===== config.mk =====
export PLATFORM = sky130hd
export DESIGN_NAME = base64url_strict_decoder
export DESIGN_NICKNAME = d
export VERILOG_FILES = /design/src/rtl/b64d_pkg.sv /design/src/rtl/b64d_front.sv /design/src/rtl/b64d_queue.sv /design/src/rtl/b64d_back.sv /design/src/rtl/base64url_strict_decoder.sv
export VERILOG_INCLUDE_DIRS = /design/src /design/src/rtl
export SDC_FILE = /design/constraint.sdc
export NUM_CORES = 1
export LEC_CHECK = 0
export BUFFER_PORTS_ARGS = -buffer_cell sky130_fd_sc_hd__buf_4
export CAP_MARGIN = 20
export CELL_PAD_IN_SITES_DETAIL_PLACEMENT = 1
export CELL_PAD_IN_SITES_GLOBAL_PLACEMENT = 2
export CORE_AREA = 2 2 168 170
export CTS_CLUSTER_DIAMETER = 50
export DETAILED_ROUTE_END_ITERATION = 8
export DIE_AREA = 0 0 170 172
export PLACE_DENSITY_LB_ADDON = 0.05
export SLEW_MARGIN = 15
export SYNTH_ARGS = -nofsm -noshare
export SYNTH_HDL_FRONTEND = slang
export SYNTH_SLANG_ARGS = --single-unit

===== constraint.sdc =====
create_clock -name clk -period 5.9 [get_ports clk]
set_input_delay 0.295 -clock clk [delete_from_list [all_inputs] [get_ports clk]]
set_output_delay 0.295 -clock clk [all_outputs]
set_load 0.005 [all_outputs]

===== src/rtl/assert_macros.svh =====
// assertion macros shared by the rtl files
`ifndef ASSERT_MACROS_SVH
`define ASSERT_MACROS_SVH

// property checked on every rising clock edge outside reset
`define ASSERT_CLK(label, prop, msg) \
    label: assert property (@(posedge clk) disable iff (!rst_n) (prop)) else $error(msg);

// condition that must never be true on a rising clock edge outside reset
`define ASSERT_NEVER(label, cond, msg) \
    label: assert property (@(posedge clk) disable iff (!rst_n) !(cond)) else $error(msg);

`endif


===== src/rtl/b64d_pkg.sv =====
package b64d_pkg;

    localparam int unsigned QUEUE_DEPTH = 4;
    localparam int unsigned QUEUE_AW    = $clog2(QUEUE_DEPTH);

    localparam logic [16:0] CNT_MAX         = 17'h1FFFF;
    localparam logic [15:0] MAX_ENC_RESET   = 16'd4096;
    localparam logic [15:0] MAX_DEC_RESET   = 16'd3072;

    // configuration register indexes
    localparam logic [7:0] CFG_MAX_ENC = 8'd0;
    localparam logic [7:0] CFG_MAX_DEC = 8'd1;

    typedef enum logic [2:0] {
        ST_OK       = 3'd0,
        ST_BAD_CHAR = 3'd1,
        ST_BAD_PAD  = 3'd2,
        ST_BAD_REM  = 3'd3,
        ST_TAIL     = 3'd4,
        ST_ENC_LONG = 3'd5,
        ST_DEC_LONG = 3'd6
    } status_t;

    typedef enum logic [1:0] {
        CL_DATA = 2'd0,
        CL_PAD  = 2'd1,
        CL_BAD  = 2'd2
    } class_t;

    // one classified character, as it travels through the queue
    typedef struct packed {
        class_t     kind;
        logic [5:0] sextet;
        logic       last;
    } entry_t;

    function automatic entry_t classify(input logic [7:0] c, input logic last);
        entry_t e;
        e.kind   = CL_DATA;
        e.sextet = 6'd0;
        e.last   = last;
        if (c inside {["A":"Z"]}) begin
            e.sextet = 6'(c - 8'd65);
        end
        else if (c inside {["a":"z"]}) begin
            e.sextet = 6'(c - 8'd97 + 8'd26);
        end
        else if (c inside {["0":"9"]}) begin
            e.sextet = 6'(c - 8'd48 + 8'd52);
        end
        else if (c == "-") begin
            e.sextet = 6'd62;
        end
        else if (c == "_") begin
            e.sextet = 6'd63;
        end
        else if (c == "=") begin
            e.kind = CL_PAD;
        end
        else begin
            e.kind = CL_BAD;
        end
        return e;
    endfunction

endpackage


===== src/rtl/b64d_front.sv =====
module b64d_front (
    input  logic                 s_axis_tvalid,
    output logic                 s_axis_tready,
    input  logic [7:0]           s_axis_tdata,   // [7:0] char_in
    input  logic                 s_axis_tlast,   // last_char
    input  logic                 q_full,
    output logic                 q_push,
    output b64d_pkg::entry_t     q_entry
);

    // map the character to its sextet or its class
    assign s_axis_tready = !q_full;
    assign q_push        = s_axis_tvalid && !q_full;
    assign q_entry       = b64d_pkg::classify(s_axis_tdata, s_axis_tlast);

endmodule


===== src/rtl/b64d_queue.sv =====
`include "assert_macros.svh"

module b64d_queue (
    input  logic                 clk,
    input  logic                 rst_n,
    input  logic                 push,
    input  b64d_pkg::entry_t     push_entry,
    output logic                 full,
    input  logic                 pop,
    output logic                 not_empty,
    output b64d_pkg::entry_t     head
);

    localparam int unsigned AW = b64d_pkg::QUEUE_AW;

    b64d_pkg::entry_t mem [b64d_pkg::QUEUE_DEPTH];
    logic [AW-1:0]    wr_ptr_reg, wr_ptr_next;
    logic [AW-1:0]    rd_ptr_reg, rd_ptr_next;
    logic [AW:0]      count_reg, count_next;

    assign full      = (count_reg == (AW+1)'(b64d_pkg::QUEUE_DEPTH));
    assign not_empty = (count_reg != '0);
    assign head      = mem[rd_ptr_reg];

    always_comb
    begin
        wr_ptr_next = wr_ptr_reg + AW'(push);
        rd_ptr_next = rd_ptr_reg + AW'(pop);
        count_next  = count_reg + (AW+1)'(push) - (AW+1)'(pop);
    end

    always_ff @(posedge clk)
    begin
        if (push)
        begin
            mem[wr_ptr_reg] <= push_entry;
        end
    end

    always_ff @(posedge clk or negedge rst_n)
    begin
        if (!rst_n)
        begin
            wr_ptr_reg <= '0;
            rd_ptr_reg <= '0;
            count_reg  <= '0;
        end
        else
        begin
            wr_ptr_reg <= wr_ptr_next;
            rd_ptr_reg <= rd_ptr_next;
            count_reg  <= count_next;
        end
    end

    `ASSERT_NEVER(a_no_overflow, push && full, "queue written while full")
    `ASSERT_NEVER(a_no_underflow, pop && !not_empty, "queue read while empty")
    `ASSERT_CLK(a_count_bound, count_reg <= (AW+1)'(b64d_pkg::QUEUE_DEPTH), "queue count too big")

endmodule


===== src/rtl/b64d_back.sv =====
`include "assert_macros.svh"

module b64d_back (
    input  logic                 clk,
    input  logic                 rst_n,
    input  logic                 cfg_valid,
    input  logic [7:0]           cfg_index,
    input  logic [15:0]          cfg_data,
    input  logic                 q_not_empty,
    input  b64d_pkg::entry_t     q_head,
    output logic                 q_pop,
    output logic                 m_axis_tvalid,
    input  logic                 m_axis_tready,
    output logic [15:0]          m_axis_tdata,
    output logic                 m_axis_tuser,
    output logic                 m_axis_tlast
);

    logic [15:0]         max_enc_reg, max_dec_reg;
    logic [5:0]          buf_reg, buf_next;
    logic [2:0]          held_reg, held_next;
    logic [16:0]         cc_reg, cc_next;
    logic [16:0]         bc_reg, bc_next;
    logic [1:0]          pad_reg, pad_next;
    b64d_pkg::status_t   err_reg, err_next;

    logic                out_valid_reg, out_valid_next;
    logic [7:0]          out_byte_reg, out_byte_next;
    logic                out_bv_reg, out_bv_next;
    logic                out_last_reg, out_last_next;
    b64d_pkg::status_t   out_status_reg, out_status_next;

    assign q_pop         = q_not_empty && (!out_valid_reg || m_axis_tready);
    assign m_axis_tvalid = out_valid_reg;
    assign m_axis_tdata  = {5'd0, out_status_reg, out_byte_reg};
    assign m_axis_tuser  = out_bv_reg;
    assign m_axis_tlast  = out_last_reg;

    always_comb
    begin
        logic [5:0] v;
        logic [1:0] need;
        v               = q_head.sextet;
        need            = 2'd0;
        buf_next        = buf_reg;
        held_next       = held_reg;
        cc_next         = cc_reg;
        bc_next         = bc_reg;
        pad_next        = pad_reg;
        err_next        = err_reg;
        out_byte_next   = out_byte_reg;
        out_bv_next     = out_bv_reg;
        out_last_next   = out_last_reg;
        out_status_next = out_status_reg;
        out_valid_next  = m_axis_tready ? 1'b0 : out_valid_reg;

        if (q_pop)
        begin
            out_valid_next = 1'b1;
            out_byte_next  = 8'd0;
            out_bv_next    = 1'b0;
            out_last_next  = q_head.last;
            if (cc_reg != b64d_pkg::CNT_MAX)
            begin
                cc_next = cc_reg + 17'd1;
            end

            if (err_reg == b64d_pkg::ST_OK)
            begin
                if (cc_next > {1'b0, max_enc_reg})
                begin
                    err_next = b64d_pkg::ST_ENC_LONG;
                end
                else if (q_head.kind == b64d_pkg::CL_PAD)
                begin
                    if (pad_reg >= 2'd2)
                    begin
                        err_next = b64d_pkg::ST_BAD_PAD;
                    end
                    else
                    begin
                        pad_next = pad_reg + 2'd1;
                    end
                end
                else if (pad_reg != 2'd0)
                begin
                    err_next = b64d_pkg::ST_BAD_PAD;
                end
                else if (q_head.kind == b64d_pkg::CL_BAD)
                begin
                    err_next = b64d_pkg::ST_BAD_CHAR;
                end
                else if (held_reg == 3'd0)
                begin
                    buf_next  = v;
                    held_next = 3'd6;
                end
                else
                begin
                    // complete a byte from the held bits and the top of this sextet
                    out_bv_next = 1'b1;
                    case (held_reg)
                        3'd2:
                        begin
                            out_byte_next = {buf_reg[1:0], v};
                            buf_next      = 6'd0;
                            held_next     = 3'd0;
                        end
                        3'd4:
                        begin
                            out_byte_next = {buf_reg[3:0], v[5:2]};
                            buf_next      = {4'd0, v[1:0]};
                            held_next     = 3'd2;
                        end
                        default:
                        begin
                            out_byte_next = {buf_reg, v[5:4]};
                            buf_next      = {2'd0, v[3:0]};
                            held_next     = 3'd4;
                        end
                    endcase
                    if (bc_reg != b64d_pkg::CNT_MAX)
                    begin
                        bc_next = bc_reg + 17'd1;
                    end
                    if (bc_next > {1'b0, max_dec_reg})
                    begin
                        err_next = b64d_pkg::ST_DEC_LONG;
                    end
                end
            end

            out_status_next = b64d_pkg::ST_OK;
            if (q_head.last)
            begin
                // end of string checks on the updated state
                if (held_next == 3'd4)
                begin
                    need = 2'd2;
                end
                else if (held_next == 3'd2)
                begin
                    need = 2'd1;
                end
                if (err_next == b64d_pkg::ST_OK)
                begin
                    if (held_next == 3'd6)
                    begin
                        err_next = b64d_pkg::ST_BAD_REM;
                    end
                    else if (pad_next != 2'd0 && pad_next != need)
                    begin
                        err_next = b64d_pkg::ST_BAD_PAD;
                    end
                    else if (held_next != 3'd0 && buf_next != 6'd0)
                    begin
                        err_next = b64d_pkg::ST_TAIL;
                    end
                end
                out_status_next = err_next;
                buf_next  = 6'd0;
                held_next = 3'd0;
                cc_next   = 17'd0;
                bc_next   = 17'd0;
                pad_next  = 2'd0;
                err_next  = b64d_pkg::ST_OK;
            end
        end
    end

    always_ff @(posedge clk or negedge rst_n)
    begin
        if (!rst_n)
        begin
            max_enc_reg <= b64d_pkg::MAX_ENC_RESET;
            max_dec_reg <= b64d_pkg::MAX_DEC_RESET;
        end
        else if (cfg_valid)
        begin
            if (cfg_index == b64d_pkg::CFG_MAX_ENC)
            begin
                max_enc_reg <= cfg_data;
            end
            else if (cfg_index == b64d_pkg::CFG_MAX_DEC)
            begin
                max_dec_reg <= cfg_data;
            end
        end
    end

    always_ff @(posedge clk or negedge rst_n)
    begin
        if (!rst_n)
        begin
            buf_reg       <= '0;
            held_reg      <= '0;
            cc_reg        <= '0;
            bc_reg        <= '0;
            pad_reg       <= '0;
            err_reg       <= b64d_pkg::ST_OK;
            out_valid_reg <= 1'b0;
        end
        else
        begin
            buf_reg       <= buf_next;
            held_reg      <= held_next;
            cc_reg        <= cc_next;
            bc_reg        <= bc_next;
            pad_reg       <= pad_next;
            err_reg       <= err_next;
            out_valid_reg <= out_valid_next;
        end
    end

    always_ff @(posedge clk)
    begin
        out_byte_reg   <= out_byte_next;
        out_bv_reg     <= out_bv_next;
        out_last_reg   <= out_last_next;
        out_status_reg <= out_status_next;
    end

    `ASSERT_CLK(a_held_even, held_reg[0] == 1'b0 && held_reg != 3'd7, "odd bit count held")
    `ASSERT_CLK(a_status_on_last, out_valid_reg && !out_last_reg |-> out_status_reg == b64d_pkg::ST_OK, "status before end of string")
    `ASSERT_CLK(a_byte_zero, out_valid_reg && !out_bv_reg |-> out_byte_reg == 8'd0, "byte set without byte_valid")
    `ASSERT_CLK(a_out_hold, out_valid_reg && !m_axis_tready |=> out_valid_reg && $stable(out_byte_reg), "output word lost under stall")

endmodule


===== src/rtl/base64url_strict_decoder.sv =====
// a character word goes into the queue, then is decoded into the output register
// throughput: one character word per cycle unless the queue is full; the back end retires
// one queue entry a cycle unless the output stalls; input keeps flowing into the four-entry queue for four words
// reset: rst_n clears the queue, the per-string state and the output valid at once,
// and loads the limits with 4096 encoded characters and 3072 decoded bytes
module base64url_strict_decoder (
    input  logic        clk,
    input  logic        rst_n,

    // configuration writes, always accepted
    input  logic        cfg_valid,
    output logic        cfg_ready,
    input  logic [7:0]  cfg_index,      // 0 max_encoded_chars, 1 max_decoded_bytes
    input  logic [15:0] cfg_data,

    // encoded characters in
    input  logic        s_axis_tvalid,
    output logic        s_axis_tready,
    input  logic [7:0]  s_axis_tdata,   // [7:0] char_in
    input  logic        s_axis_tlast,   // last_char

    // decoded words out
    output logic        m_axis_tvalid,
    input  logic        m_axis_tready,
    output logic [15:0] m_axis_tdata,   // [7:0] data_byte, [10:8] status, [15:11] zero
    output logic        m_axis_tuser,   // byte_valid
    output logic        m_axis_tlast    // string_done
);

    // front to queue
    logic                 q_push;
    logic                 q_full;
    b64d_pkg::entry_t     q_in;

    // queue to back
    logic                 q_pop;
    logic                 q_not_empty;
    b64d_pkg::entry_t     q_head;

    // limits are to be rewritten only between strings by the user (unchecked here), so no backpressure is needed
    assign cfg_ready = 1'b1;

    // front: takes a character word and maps it to a sextet, a pad mark or a bad mark
    b64d_front u_front (
        .s_axis_tvalid (s_axis_tvalid),
        .s_axis_tready (s_axis_tready),
        .s_axis_tdata  (s_axis_tdata),
        .s_axis_tlast  (s_axis_tlast),
        .q_full        (q_full),
        .q_push        (q_push),
        .q_entry       (q_in)
    );

    // short queue decoupling the classifier from the decoder
    b64d_queue u_queue (
        .clk        (clk),
        .rst_n      (rst_n),
        .push       (q_push),
        .push_entry (q_in),
        .full       (q_full),
        .pop        (q_pop),
        .not_empty  (q_not_empty),
        .head       (q_head)
    );

    // back: bit packing, counting, padding rules, end checks and the output register
    b64d_back u_back (
        .clk           (clk),
        .rst_n         (rst_n),
        .cfg_valid     (cfg_valid),
        .cfg_index     (cfg_index),
        .cfg_data      (cfg_data),
        .q_not_empty   (q_not_empty),
        .q_head        (q_head),
        .q_pop         (q_pop),
        .m_axis_tvalid (m_axis_tvalid),
        .m_axis_tready (m_axis_tready),
        .m_axis_tdata  (m_axis_tdata),
        .m_axis_tuser  (m_axis_tuser),
        .m_axis_tlast  (m_axis_tlast)
    );

endmodule


======== After elaboration in Yosys (flattened, before gate mapping) ========
Memories as Yosys holds them, arrays and structs flattened.
Index checks and enable logic that the tools add are counted.
W data, S select, Z words.
word-level totals
  bits in registers ....................... 101
  bits in latches ......................... 0
  memory bits (writable) .................. 36
  bits in read-only memories .............. 0
  input bits .............................. 38
  word-level logic and storage cells ...... 163
  memories ................................ 1
cells by class
  add/subtract/negate cells ............... 12
  multipliers ............................. 0
  div/mod/pow operators ................... 0
  magnitude comparators ................... 9
  equality and inequality tests ........... 20
  shifts and indexed selects .............. 0
  mux-type cells .......................... 77
  bitwise operators ....................... 2
  reduce and logical (&&, ||, !) cells .... 26
memory list
  memory       depth  bits a word  read ports  clocked after Yosys merged registers in  wr ports  line              source
  u_queue.mem  4      9            1           0                                        1         b64d_queue.sv:16  b64d_pkg::entry_t mem [b64d_pkg::QUEUE_DEPTH];
operators with widths
  kind                     count
  $mux W17                 18
  $mux W6                  13
  $mux W3                  22
  $add A17 B1 Y17 const B  2
  $gt A17 B16 Y1           2
  $ne A17 B17 Y1 const B   2
  $mux W2                  15
  $eq A8 B6 Y1 const B     2
  $ge A8 B7 Y1 const B     2
  $le A8 B7 Y1 const B     2
  $pmux W8 S2              1
  $eq A3 B3 Y1 const B     4
  $sub A6 B6 Y6 const B    2
  $ne A2 B1 Y1 const B     5
  $logic_not A3 Y1         3
  $eq A8 B1 Y1 const B     1
  $eq A8 B7 Y1 const B     1
  $ge A8 B6 Y1 const B     1
  $le A8 B6 Y1 const B     1
  $logic_not A8 Y1         1
  $pmux W4 S2              1
  $reduce_bool A2 Y1       4
  $logic_and A1 B1 Y1      7
  $reduce_and A7 Y1        1
  23 further kinds         33

======== Logic depth before layout (Yosys ltp) ========
  word-level depth ........................ 22
  mapped depth ............................ 23
  gate-level depth less buffers ........... 20

======== Cells and area by module ========
Synthesis repeated with hierarchy kept, for this count alone.
second synthesis, totals
  cell total of the unflattened synthesis .. 778
  area, all modules ....................... 8116.5 µm²
modules (own cells, without submodules)
  module                    times used  cells an instance  area an instance (µm²)  seq. area each (µm²)
  b64d_back                 1           614                5854.4                  2421.1
  b64d_queue                1           72                 1645.3                  1256.2
  b64d_front                1           90                 605.6                   0.0
  base64url_strict_decoder  1           2                  11.3                    0.0

======== Worst setup path before layout ========
Ideal clock, no wire load.
  path type ............................... flip-flop to flip-flop
  start point ............................. reg u_back.cc_reg[7]
  end point ............................... reg u_back.out_status_reg[1] (data pin)
  library setup time ...................... 0.256 ns
  arrival ................................. 4.372 ns
  path slack .............................. 1.271 ns
  stages on the path, launching flop included .. 22
  cells stage by stage .................... dfrtp_1 -> buf_2 -> and4_1 -> and3_1 -> clkbuf_1 -> a21o_1 -> nor2_2 -> and3_1 -> clkbuf_1 -> and2_1 -> nand3_1 -> xnor2_1 -> ha_1 -> and3_1 -> a221o_1 -> a31oi_1 -> o21ai_1 -> a2111oi_4 -> mux2i_1 -> a221oi_2 -> a22oi_2 -> a22o_1
on the way
  word-level cells in the longest chain between the ends .. 17
RTL lines
  item                                               line                              source
  start: declaration                                 b64d_back.sv:22                   logic [16:0] cc_reg, cc_next;
  start signal: assignment                           b64d_back.sv:207                  cc_reg <= cc_next;
  $add A17 B1 Y17 or $ne A17 B17 Y1 (tied branches)  b64d_back.sv:65, b64d_back.sv:63
  $mux W17 (*)                                       b64d_back.sv:63                   if (cc_reg != b64d_pkg::CNT_MAX)
  $mux W17 (*)                                       b64d_back.sv:57                   if (q_pop)
  $gt A17 B16 Y1 (*)                                 b64d_back.sv:70                   if (cc_next > {1'b0, max_enc_reg})
  $mux W3                                            b64d_back.sv:70
  $mux W3                                            b64d_back.sv:68                   if (err_reg == b64d_pkg::ST_OK)
  $mux W3                                            b64d_back.sv:57
  $eq A3 B2 Y1                                       b64d_back.sv:141                  else if (held_next == 3'd2)
  $mux W1                                            b64d_back.sv:141
  $mux W2                                            b64d_back.sv:137                  if (held_next == 3'd4)
  $mux W2                                            b64d_back.sv:134                  if (q_head.last)
  $mux W2                                            b64d_back.sv:57
  $ne A2 B2 Y1                                       b64d_back.sv:151                  else if (pad_next != 2'd0 && pad_next != need)
  $logic_and A1 B1 Y1                                b64d_back.sv:151
  $mux W3                                            b64d_back.sv:151
  $mux W3                                            b64d_back.sv:147                  if (held_next == 3'd6)
  $mux W3 (*)                                        b64d_back.sv:145                  if (err_next == b64d_pkg::ST_OK)
  end signal: assignment                             b64d_back.sv:220                  out_status_reg <= out_status_next;
  end: declaration                                   b64d_back.sv:31                   b64d_pkg::status_t out_status_reg, out_status_next;
Mark *: on every way between the ends. The rest lies on a longest branch, timed or not. The select of a mux whose other input is x is not followed.
A chain may end at the register's enable or synchronous reset.

======== Worst setup path in the final report ========
  start point ............................. reg u_back.cc_reg[7]
  end point ............................... reg u_back.out_status_reg[0] (data pin)
Same word-level chain as after synthesis.

==> impl_metrics.env <==
export IMPL_viasPerCell=5.088
export IMPL_status="completed"
export IMPL_ant_nets=0
export IMPL_drive_above_1_share=0.1705
export IMPL_port_buffer_count=52
export IMPL_dieHeight_um=172
export IMPL_fin_setup_tns_ps=0
export IMPL_finalCritPeriodShare=0.8870
export IMPL_met2_length_um=11210
export IMPL_yosysTopAreaCell="dfrtp_1"
export IMPL_ys_seq_area_frac=0.4679
export IMPL_post_cts_resized=0
export IMPL_synth_top_area_frac=0.2707
export IMPL_coreArea_um2=27480
export IMPL_finalHoldViolCount=0
export IMPL_dpl_cell_area_um2=8588
export IMPL_cts_tree="built"
export IMPL_yosys_cell_types_count=72
export IMPL_antenna_cells=0
export IMPL_fin_area_um2=9194
export IMPL_syn_avg_cell_area_um2=10.25
export IMPL_wl_met3_um=511
export IMPL_slew_headroom=0.4022
export IMPL_wire_per_inst_um=19.05
export IMPL_wl_um=22340
export IMPL_gp_congestion=0.7552
export IMPL_yosys_most_used_dff="dfrtp_1"
export IMPL_dpl_worst_slack_ps=672.0
export IMPL_holdCritPathClass="in2reg"
export IMPL_cellLeakagePower_nw=4.052
export IMPL_area_delta_synth_final_pct=16.99
export IMPL_grt_pass1_vias=6495
export IMPL_die_x_um=170
export IMPL_r2r_slack_ps=670
export IMPL_yosysWarnings=0
export IMPL_dr_total_vias=5968
export IMPL_synthesis_instances=767
export IMPL_critPathLaunchType="flop"
export IMPL_clkSlewWorstSetupHoldPaths_ps=60
export IMPL_r2r_cells=18
export IMPL_gr_total_overflow=0
export IMPL_grt_max_degree=50
export IMPL_initial_core_util=0.2860
export IMPL_ys_seq_elements=137
export IMPL_powerDensity_nw_per_um2=387.2
export IMPL_critPathSlowestCell="o41ai_1"
export IMPL_drt_iter0_drc=197
export IMPL_worst_hold_path_endpoint="u_queue.mem[1][0]"
export IMPL_fillers=3118
export IMPL_r2r_start="u_back.cc_reg[7]"
export IMPL_rr_endpoint="u_back.out_status_reg[0]"
export IMPL_synth_area_top_cells="dfrtp_1 27%, edfxtp_1 19%, ha_1 7.5%"
export IMPL_critPathArrivalTime_ps=5410
export IMPL_worstHoldStart="s_axis_tlast"
export IMPL_drtPass1Iterations=4
export IMPL_cts_buffers=17
export IMPL_path_cells="and4_1, and3_1, a21o_1, nor2_2, and3_1, and2_1, nand3_1, xnor2_1, ha_1, and3_1, a221o_1, a31oi_1, o21ai_1, a21oi_1, o311ai_1, o41ai_1, nor4_1, o21a_1"
export IMPL_max_clock_freq_ghz=0.1911
export IMPL_fin_skew_ps=14.38
export IMPL_cp_common_cell="and3_1"
export IMPL_fin_ws_ps=666.7
export IMPL_nets=900
export IMPL_crit_family="compound AO/OA/AOI/OAI gates"
export IMPL_critical_path_required_ps=6070
export IMPL_clock_sinks=137
export IMPL_clkLatencyLatePin_ps=420
export IMPL_setup_viol=0
export IMPL_rows=61
export IMPL_drc=0
export IMPL_crit_type="reg2reg"
export IMPL_largest_reg_flops=36
export IMPL_critical_path_buf_inv_count=0
export IMPL_grt_total_usage=0.1611
export IMPL_rsz0062_at_grt="false"
export IMPL_worstMarginPinSlew_ps=889.8
export IMPL_synth_async_reset_ratio=0.6423
export IMPL_ir_drop_mv=0.1798
export IMPL_worst_path_largest_cell_delay_ps=580
export IMPL_grt_pass1_wl_um=36110
export IMPL_cp_end_kind="flop"
export IMPL_cap_violations=0
export IMPL_clock_root_buffer="clkbuf_16"
export IMPL_die_area_um2=29240
export IMPL_crit_path_max_fanout=9
export IMPL_cts_buffer_depth=2
export IMPL_htree_levels=4
export IMPL_pin_count=59
export IMPL_drt_met1_wl_um=10400
export IMPL_dr_max_layer_used="met4"
export IMPL_antenna_found_initial=0
export IMPL_min_period_ps=5233
export IMPL_drv_slew=0
export IMPL_synth_edf_count=49
export IMPL_dp_hpwl_um=16530
export IMPL_syn_area_um2=7859
export IMPL_hold_depth=1
## layout make-up
cell class                      count  area (µm²)  share of cell area
Clock buffer                       20       457.9             0.04981
Inverter                           56       210.2             0.02286
Clock inverter                     12       137.6             0.01497
Timing Repair Buffer               62       467.9             0.05090
Tap cell                          346       432.9             0.04709
Multi-Input combinational cell    540        3810              0.4144
Sequential cell                   137        3677              0.4000
## worst reg2reg max path, cell delays in order, from the launching register on
cell and delay [ps]:
dfrtp_1 480, and4_1 300, and3_1 270, a21o_1 240, nor2_2 220, and3_1 350
and2_1 240, nand3_1 150, xnor2_1 240, ha_1 280, and3_1 230, a221o_1 300
a31oi_1 140, o21ai_1 210, a21oi_1 250, o311ai_1 200, o41ai_1 580, nor4_1 110
o21a_1 190
## metrics by stage
stage | cells | power [mW] | hold WS (ps) | util
6_report | 1173 | 3.560 | 81.09 | 0.3346
5_1_grt | 1173 | 3.801 | 68.38 | 0.3346
3_3_place_gp | 1140 | 2.460 | 335.4 | 0.3126
3_5_place_dp | 1140 | 2.501 | 349.9 | 0.3126
4_1_cts | 1173 | 3.626 | 63.17 | 0.3346
2_1_floorplan | 771 | 2.075 | -0.5911 | -
## cells in the final DEF, fill, tap and decap left out, drive strengths merged, types with 18 or more instances in the layout
| cell type | count |
|---|---|
| clkbuf | 20 |
| dfrtp | 85 |
| ha | 47 |
| a21oi | 33 |
| o21ai | 64 |
| buf | 61 |
| xor2 | 18 |
| mux2 | 21 |
| xnor2 | 22 |
| nand3 | 25 |
| nand2 | 77 |
| nor2 | 37 |
| nor3 | 22 |
| edfxtp | 49 |
| inv | 58 |
## repair_timing
item | in CTS | in global routing
buffers inserted | 0 | 0
hold buffers | 1 | 0
hold endpoints to repair | 39 | 0
## cell usage after synthesis, drive strengths merged (18+ instances only)
library cell,n
clkbuf,23
o21ai,64
nand3,25
dfrtp,85
ha,47
mux2,21
xor2,18
edfxtp,49
inv,55
nor2,37
nand2,77
a21oi,33
xnor2,22
nor3,22
## metal layers
metal  GRT usage  up-vias
met3     0.02472       12
li1            -     2866
met4     0.04534        0
met5           0        -
met2      0.2854       65
met1      0.2045     3025
## power breakdown
group          internal (mW)  total [mW]  switching (mW)
clock                  0.653        1.11           0.454
combinational          0.461        1.13           0.672
sequential              1.18        1.32           0.143
## worst max-delay path by stage
stage                                 from                        to  slack [ps]  depth (start not counted)
after global routing      u_back.cc_reg[7]         u_back.bc_reg[11]         230                         19
after CTS                 u_back.cc_reg[7]         u_back.bc_reg[11]         630                         19
after floorplan           u_back.cc_reg[7]  u_back.out_status_reg[1]        1270                         21
final                     u_back.cc_reg[7]  u_back.out_status_reg[0]         670                         18
after detailed placement  u_back.cc_reg[7]         u_back.bc_reg[11]         670                         19
after global placement    u_back.cc_reg[7]  u_back.out_status_reg[2]         800                         18
## kinds of logic after synthesis
logic type                 synth area share
and+or+nand+nor                      0.1450
AOI/OAI and AO/OA                    0.1581
DFF                                  0.4679
buffers and inverters               0.04919
adders and majority gates           0.07738
xor gates and xnor gates            0.04458
muxes                               0.05684
other                             0.0009556
No activity file was read; power rests on OpenSTA's default activity.
